--- src/hw/rtl/rmc_pkg.sv ---
// Shared types and constants for the RMC sentence field extractor.
// No dependencies; every other file of the block imports this package.
package rmc_pkg;

  // Longest field that is captured; longer fields are truncated.
  localparam int FIELD_CHARS = 15;

  // Entries of the queue between the parser and the output stage (power of two).
  localparam int Q_DEPTH = 2;
  localparam int Q_PTR_W = $clog2(Q_DEPTH);
  localparam int Q_CNT_W = $clog2(Q_DEPTH + 1);

  // Characters of interest.
  localparam logic [7:0] CH_DOLLAR = 8'h24;
  localparam logic [7:0] CH_G      = 8'h47;
  localparam logic [7:0] CH_P      = 8'h50;
  localparam logic [7:0] CH_R      = 8'h52;
  localparam logic [7:0] CH_M      = 8'h4D;
  localparam logic [7:0] CH_C      = 8'h43;
  localparam logic [7:0] CH_COMMA  = 8'h2C;

  // Field identifiers.
  localparam logic [1:0] FID_TIME   = 2'd0;
  localparam logic [1:0] FID_STATUS = 2'd1;
  localparam logic [1:0] FID_LAT    = 2'd2;

  // One result item.
  typedef struct packed {
    logic [1:0] field_id;
    logic [3:0] char_pos;
    logic [7:0] field_char;
    logic       field_end;
  } rmc_res_t;

endpackage

--- src/hw/rtl/rmc_front.sv ---
// Parser front end: header match and field capture, one byte per transfer.
// Depends on rmc_pkg; feeds rmc_queue.
module rmc_front
  import rmc_pkg::*;
(
  input  logic       clk,
  input  logic       rst_n,
  input  logic       accept,
  input  logic [7:0] in_byte,
  output logic       push,
  output rmc_res_t   res
);

  typedef enum logic [10:0] {
    ST_HUNT = 11'b000_0000_0001,
    ST_H1   = 11'b000_0000_0010,
    ST_H2   = 11'b000_0000_0100,
    ST_H3   = 11'b000_0000_1000,
    ST_H4   = 11'b000_0001_0000,
    ST_H5   = 11'b000_0010_0000,
    ST_SKIP = 11'b000_0100_0000,
    ST_TIME = 11'b000_1000_0000,
    ST_STAT = 11'b001_0000_0000,
    ST_STSK = 11'b010_0000_0000,
    ST_LAT  = 11'b100_0000_0000
  } rmc_state_t;

  rmc_state_t state_r, state_nxt;
  logic [3:0] cnt_r, cnt_nxt;
  logic       emit;
  logic       is_comma;
  logic       is_dollar;
  logic       room;
  logic [7:0] hdr_char;
  rmc_state_t hdr_next;

  assign is_comma  = (in_byte == CH_COMMA);
  assign is_dollar = (in_byte == CH_DOLLAR);
  assign room      = (cnt_r < 4'(FIELD_CHARS));

  always_comb begin
    hdr_char = CH_DOLLAR;
    hdr_next = ST_H1;
    case (state_r)
      ST_HUNT: begin
        hdr_char = CH_DOLLAR;
        hdr_next = ST_H1;
      end
      ST_H1: begin
        hdr_char = CH_G;
        hdr_next = ST_H2;
      end
      ST_H2: begin
        hdr_char = CH_P;
        hdr_next = ST_H3;
      end
      ST_H3: begin
        hdr_char = CH_R;
        hdr_next = ST_H4;
      end
      ST_H4: begin
        hdr_char = CH_M;
        hdr_next = ST_H5;
      end
      ST_H5: begin
        hdr_char = CH_C;
        hdr_next = ST_SKIP;
      end
      default: begin
        hdr_char = CH_DOLLAR;
        hdr_next = ST_H1;
      end
    endcase
  end

  always_comb begin
    state_nxt = state_r;
    cnt_nxt   = cnt_r;
    emit      = 1'b0;
    res       = '0;
    case (state_r)
      ST_HUNT, ST_H1, ST_H2, ST_H3, ST_H4, ST_H5: begin
        if (in_byte == hdr_char) begin
          state_nxt = hdr_next;
          cnt_nxt   = 4'd0;
        end else if (is_dollar) begin
          state_nxt = ST_H1;
        end else begin
          state_nxt = ST_HUNT;
        end
      end
      ST_SKIP: begin
        if (is_comma) begin
          state_nxt = ST_TIME;
          cnt_nxt   = 4'd0;
        end
      end
      ST_TIME, ST_LAT: begin
        res.field_id = (state_r == ST_TIME) ? FID_TIME : FID_LAT;
        res.char_pos = cnt_r;
        if (is_comma) begin
          emit          = 1'b1;
          res.field_end = 1'b1;
          cnt_nxt       = 4'd0;
          state_nxt     = (state_r == ST_TIME) ? ST_STAT : ST_HUNT;
        end else if (room) begin
          emit           = 1'b1;
          res.field_char = in_byte;
          cnt_nxt        = cnt_r + 4'd1;
        end
      end
      ST_STAT: begin
        emit         = 1'b1;
        res.field_id = FID_STATUS;
        if (is_comma) begin
          res.field_end = 1'b1;
          cnt_nxt       = 4'd0;
          state_nxt     = ST_LAT;
        end else begin
          res.field_char = in_byte;
          cnt_nxt        = 4'd1;
          state_nxt      = ST_STSK;
        end
      end
      ST_STSK: begin
        if (is_comma) begin
          emit          = 1'b1;
          res.field_id  = FID_STATUS;
          res.char_pos  = cnt_r;
          res.field_end = 1'b1;
          cnt_nxt       = 4'd0;
          state_nxt     = ST_LAT;
        end
      end
      default: begin
        state_nxt = is_dollar ? ST_H1 : ST_HUNT;
        cnt_nxt   = 4'd0;
      end
    endcase
  end

  assign push = accept && emit;

  always_ff @(posedge clk) begin
    if (!rst_n) begin
      state_r <= ST_HUNT;
      cnt_r   <= 4'd0;
    end else if (accept) begin
      state_r <= state_nxt;
      cnt_r   <= cnt_nxt;
    end
  end

  // The comma that closes the latitude always sends the parser back to hunting.
  a_lat_end_hunt: assert property (@(posedge clk) disable iff (!rst_n)
    push && res.field_end && (res.field_id == FID_LAT) |=> state_r == ST_HUNT)
    else $error("latitude end did not return to hunting");

  // A character is never emitted at a position beyond the field capacity.
  a_pos_in_range: assert property (@(posedge clk) disable iff (!rst_n)
    push && !res.field_end |-> res.char_pos < 4'(FIELD_CHARS))
    else $error("character emitted beyond field capacity");

endmodule

--- src/hw/rtl/rmc_queue.sv ---
// Short queue that decouples the parser from the output register.
// Depends on rmc_pkg.
module rmc_queue
  import rmc_pkg::*;
(
  input  logic     clk,
  input  logic     rst_n,
  input  logic     push,
  input  rmc_res_t push_data,
  input  logic     pop,
  output logic     full,
  output logic     head_valid,
  output rmc_res_t head_data
);

  rmc_res_t             mem_r [Q_DEPTH];
  logic [Q_PTR_W-1:0]   wr_ptr_r, wr_ptr_nxt;
  logic [Q_PTR_W-1:0]   rd_ptr_r, rd_ptr_nxt;
  logic [Q_CNT_W-1:0]   cnt_r, cnt_nxt;

  assign full       = (cnt_r == Q_CNT_W'(Q_DEPTH));
  assign head_valid = (cnt_r != '0);
  assign head_data  = mem_r[rd_ptr_r];

  always_comb begin
    wr_ptr_nxt = push ? wr_ptr_r + 1'b1 : wr_ptr_r;
    rd_ptr_nxt = pop  ? rd_ptr_r + 1'b1 : rd_ptr_r;
    cnt_nxt    = cnt_r;
    if (push && !pop) begin
      cnt_nxt = cnt_r + 1'b1;
    end else if (pop && !push) begin
      cnt_nxt = cnt_r - 1'b1;
    end
  end

  always_ff @(posedge clk) begin
    if (!rst_n) begin
      wr_ptr_r <= '0;
      rd_ptr_r <= '0;
      cnt_r    <= '0;
    end else begin
      wr_ptr_r <= wr_ptr_nxt;
      rd_ptr_r <= rd_ptr_nxt;
      cnt_r    <= cnt_nxt;
    end
  end

  always_ff @(posedge clk) begin
    if (push) begin
      mem_r[wr_ptr_r] <= push_data;
    end
  end

  a_no_overflow: assert property (@(posedge clk) disable iff (!rst_n)
    !(push && full))
    else $error("queue written while full");

  a_no_underflow: assert property (@(posedge clk) disable iff (!rst_n)
    pop |-> head_valid)
    else $error("queue read while empty");

  a_ptr_count: assert property (@(posedge clk) disable iff (!rst_n)
    (cnt_r == '0) || full |-> wr_ptr_r == rd_ptr_r)
    else $error("queue pointers disagree with fill count");

endmodule

--- src/hw/rtl/rmc_back.sv ---
// Output register stage: takes results from the queue and holds them for the receiver.
// Depends on rmc_pkg; reads the head of rmc_queue.
module rmc_back
  import rmc_pkg::*;
(
  input  logic     clk,
  input  logic     rst_n,
  input  logic     head_valid,
  input  rmc_res_t head_data,
  output logic     pop,
  input  logic     out_stall,
  output logic     out_valid,
  output rmc_res_t out_data
);

  logic     out_valid_r, out_valid_nxt;
  rmc_res_t out_data_r;

  assign pop = head_valid && (!out_valid_r || !out_stall);

  always_comb begin
    if (pop) begin
      out_valid_nxt = 1'b1;
    end else if (out_valid_r && out_stall) begin
      out_valid_nxt = 1'b1;
    end else begin
      out_valid_nxt = 1'b0;
    end
  end

  always_ff @(posedge clk) begin
    if (!rst_n) begin
      out_valid_r <= 1'b0;
    end else begin
      out_valid_r <= out_valid_nxt;
    end
  end

  always_ff @(posedge clk) begin
    if (pop) begin
      out_data_r <= head_data;
    end
  end

  assign out_valid = out_valid_r;
  assign out_data  = out_data_r;

  // A waiting result is picked up in the very next cycle when the register is free.
  a_fill_empty: assert property (@(posedge clk) disable iff (!rst_n)
    head_valid && !out_valid_r |=> out_valid_r)
    else $error("output register not loaded from waiting queue");

endmodule

--- src/hw/rtl/nmea_rmc_field_extractor_top.sv ---
// Top level of the RMC sentence field extractor.
// Depends on rmc_pkg, rmc_front, rmc_queue and rmc_back.
//
// Usage:
//   The input channel carries one ASCII byte per transfer (in_valid, in_byte,
//   in_stall). The parser hunts for the "$GPRMC" header, skips to the first
//   comma, and then reports the UTC time field, the first character of the
//   status field and the latitude field. Each captured character becomes one
//   result transfer, and the comma closing each field becomes an end marker
//   (out_field_end high) whose out_char_pos holds the character count. Bytes
//   that produce no result are simply consumed.
//   Throughput is one byte per cycle while in_stall is low, since the parser
//   state machine decides each byte as it is taken. A result is written into
//   the two-entry queue at the edge that takes its byte, and is loaded into
//   the output register once that register is free or is being emptied.
//   When the receiver holds out_stall, results collect in the queue; in_stall
//   rises only when the queue is full, and is decoded from the queue's fill
//   count register, so it does not depend combinationally on out_stall.
//   Synchronous reset (rst_n low) returns the parser to hunting for '$',
//   clears the character count, empties the queue and drops out_valid.
module nmea_rmc_field_extractor_top
  import rmc_pkg::*;
(
  input  logic       clk,
  input  logic       rst_n,
  input  logic       in_valid,
  output logic       in_stall,
  input  logic [7:0] in_byte,
  output logic       out_valid,
  input  logic       out_stall,
  output logic [1:0] out_field_id,
  output logic [3:0] out_char_pos,
  output logic [7:0] out_field_char,
  output logic       out_field_end
);

  logic     accept;
  logic     push;
  rmc_res_t push_data;
  logic     q_full;
  logic     q_valid;
  rmc_res_t q_data;
  logic     pop;
  rmc_res_t out_data;

  // A byte is taken whenever the queue has room, whether or not it emits.
  assign in_stall = q_full;
  assign accept   = in_valid && !q_full;

  rmc_front u_front (
    .clk     (clk),
    .rst_n   (rst_n),
    .accept  (accept),
    .in_byte (in_byte),
    .push    (push),
    .res     (push_data)
  );

  rmc_queue u_queue (
    .clk        (clk),
    .rst_n      (rst_n),
    .push       (push),
    .push_data  (push_data),
    .pop        (pop),
    .full       (q_full),
    .head_valid (q_valid),
    .head_data  (q_data)
  );

  rmc_back u_back (
    .clk        (clk),
    .rst_n      (rst_n),
    .head_valid (q_valid),
    .head_data  (q_data),
    .pop        (pop),
    .out_stall  (out_stall),
    .out_valid  (out_valid),
    .out_data   (out_data)
  );

  assign out_field_id   = out_data.field_id;
  assign out_char_pos   = out_data.char_pos;
  assign out_field_char = out_data.field_char;
  assign out_field_end  = out_data.field_end;

endmodule

--- config.mk ---
export PLATFORM = sky130hd
export DESIGN_NAME = nmea_rmc_field_extractor_top
export DESIGN_NICKNAME = d
export VERILOG_FILES = /design/src/hw/rtl/rmc_pkg.sv /design/src/hw/rtl/rmc_front.sv /design/src/hw/rtl/rmc_queue.sv /design/src/hw/rtl/rmc_back.sv /design/src/hw/rtl/nmea_rmc_field_extractor_top.sv
export SDC_FILE = /design/constraint.sdc
export NUM_CORES = 1
export LEC_CHECK = 0
export BUFFER_PORTS_ARGS = -buffer_cell sky130_fd_sc_hd__buf_2
export CAP_MARGIN = 20
export CORE_AREA = 2 2 110 112
export CTS_CLUSTER_DIAMETER = 30
export DETAILED_ROUTE_END_ITERATION = 8
export DIE_AREA = 0 0 112 114
export PLACE_DENSITY = 0.49
export SETUP_SLACK_MARGIN = 0.5
export SLEW_MARGIN = 25
export SYNTH_ARGS = -nofsm -noshare
export SYNTH_HDL_FRONTEND = slang
export SYNTH_HIERARCHICAL = 1
export SYNTH_SLANG_ARGS = --single-unit
--- constraint.sdc ---
create_clock -name clk -period 3.95 [get_ports clk]
set_clock_uncertainty 0.15 [all_clocks]
set_input_delay 0.9875 -clock clk [delete_from_list [all_inputs] [get_ports clk]]
set_output_delay 0.9875 -clock clk [all_outputs]
set_load 0.02 [all_outputs]
==> results.cfg <==
[timing]
rsz0062_at_grt = false
worstMarginPinSlew_ns = 0.740
tns_ns = 0
hold_viol = 0
setup_violations = 0
whs_ns = 0.347
finalCritPeriodShare = 0.809
drv_slew = 0
finalCriticalPeriod_ns = 3.19
max_freq_ghz = 0.313
slew_headroom = 0.506

[yosys]
syn-num-nets = 311
ys_types = 63
synthCells = 297
synth_area_um2 = 3400
avgSynthCellArea_um2 = 11.5
ys_seq_elements = 66
synth_edf_count = 45
synth_flop_cell = edfxtp_1
yosys_warnings = 6
async_flop_share = 0
ys_seq_area_frac = 0.521

[route]
drt-pass1-iter-count = 4
antenna_left = 0
num_vias = 2296
drt-wirelength-per-cell_um = 14.7
vias_per_cell = 4.84
wl_um = 6980
drt_iter0_markers = 101
drc = 0

[die]
core-area_um2 = 11700
die_w_um = 112
dieArea_um2 = 12800
die_height_um = 114
io_pins = 29
start_util = 0.291
rows = 40

[clock_network]
tritoncts = yes
clock_sinks = 66
htree_num_levels = 3
clock-root-buffer = clkbuf_16
hold_buffers = 0
cts_setup_buffers = 0
cts_buffer_depth = 2
cts.clk_slew.worst_paths_ns = 0.06
cts_made_buffers = 9
clk_latency_ns = 0.33

[layout]
drive_above_1_share = 0.260
fill_cells = 1198
fin_nets = 336
multi_input_area_um2 = 1520
regArea_um2 = 1770
layout_commonest_cell = edfxtp_1
area_delta_synth_final_pct = 16.1
diodes = 0
final_cell_mix = edfxtp_1, buf_2, nand2_1

[pwr]
ir_drop_v = 0.000254
p_per_area_nw_per_um2 = 512
p_leak_nw = 1.39

[place]
dpl.hpwl_um = 4850
io_buffers = 28
gp_congestion = 0.776

[worst_setup_path]
reg2reg_from = u_front/state_r[4]
rr_endpoint = u_queue/cnt_r[1]
worst-setup-path-type = reg2reg
rrSetupSlack_ns = 0.76
crit_fanout = 11
critPathRequiredTime_ns = 4.06
r2r_cells = 8
arrival_ns = 3.30
start_kind = flip-flop
endpoint_kind = flip-flop

[min_path]
min_from = u_front/cnt_r[1]
holdPathEnd = u_front/cnt_r[1]
hold_depth = 2
hold_path_class = reg2reg

[global_routing]
grt_pass1_vias = 2254
grt.overflow.total = 0
grt_max_degree = 26
grt_usage = 0.118
grt_pass1_wl_um = 11600
antenna_found_initial = 0

[job]
drv_cap = 0

[run_status]
outcome = finished, final reports clean
-- per-layer routing --
layer	global-route usage	routed length [um]	vias to the layer above
li1	-	-	1160
met1	0.141	3220	1091
met2	0.198	3390	39
met3	0.0324	234	6
met4	0.0553	131	0
met5	0	0	-
-- metrics by stage --
stage                     total power [mW]  instances  setup WS [ns]  instance area, um^2  utilization
final                                 2.02        474          0.756                 3950        0.337
after floorplan                       1.16        297          0.507                 3410            -
after global routing                  2.12        474          0.530                 3950        0.337
after global placement                1.26        458          0.403                 3650        0.312
after CTS                             2.05        474          0.672                 3950        0.337
after detailed placement              1.26        458          0.385                 3650        0.312
-- synth_stat cells, drive strengths merged (4+ instances only) --
library cell  instances  share of area
edfxtp               45           0.40
nand2                28          0.032
dfxtp                21           0.12
nor2                 16          0.018
mux2                 15          0.050
a21boi               14          0.031
buf                  14          0.028
nor2b                14          0.028
and2                 13          0.025
o21ai                 9          0.017
nand4                 8          0.024
nand3                 7          0.010
nor3                  7          0.015
nor4                  7          0.024
or4                   7          0.015
xor2                  7          0.018
a21oi                 6         0.0099
o21a                  5          0.013
clkbuf                4         0.0044
or3                   4         0.0074
xnor2                 4          0.010
-- worst max path at each step --
stage                  startpoint          endpoint  slack, ns  depth (start not counted)
5_1_grt        u_front/state_r[4]  u_queue/cnt_r[1]       0.53                          8
4_1_cts                in_byte[4]  u_queue/cnt_r[1]       0.67                          8
3_5_place_dp           in_byte[4]  u_queue/cnt_r[1]       0.38                          8
2_1_floorplan           out_stall  u_queue/cnt_r[1]       0.51                          5
6_report       u_front/state_r[4]  u_queue/cnt_r[1]       0.76                          8
3_3_place_gp           in_byte[4]  u_queue/cnt_r[1]       0.40                          8
-- sequential cells by signal, indices dropped and copies added, names as in the netlist, named ones only --
signal,flops
u_queue/mem_r,30
u_back/out_data,15
u_front/state_r,11
u_front/cnt_r,4
u_queue/cnt_r,2
u_back/out_valid,1
u_queue/rd_ptr_r,1
u_queue/wr_ptr_r,1
-- repair_timing --
action	CTS	global route
setup endpoints to repair	0	1
gates resized for setup	0	1
hold endpoints to repair	0	0
-- where the power goes --
group / switching [mW] / internal [mW] / leakage [nW]
registers: 0.0485 / 0.829 / 0.587
logic: 0.210 / 0.151 / 0.664
clock network: 0.299 / 0.485 / 0.135
-- critical path, cell delays in order (launching register included) --
cell	delay, ns
dfxtp_1	0.44
nor4_1	0.46
nand2_1	0.23
nor4_2	0.50
o21ai_0	0.17
a31oi_1	0.33
ha_1	0.32
or3_1	0.36
a21boi_1	0.16
-- cell families after synthesis --
family	share of synthesized area
compound gates	0.115
fa+ha+maj	0.00735
flops	0.521
xor+xnor	0.0283
mux	0.0555
simple gates	0.237
buf+inv	0.0357
-- cell type report --
class / count / share of cell area
Clock buffer: 9 / 0.0570
Timing Repair Buffer: 32 / 0.0431
Inverter: 3 / 0.00285
Clock inverter: 7 / 0.0177
Tap cell: 147 / 0.0465
Sequential cell: 66 / 0.448
Multi-Input combinational cell: 210 / 0.384
Note: power is estimated with default switching activity, not from simulation.
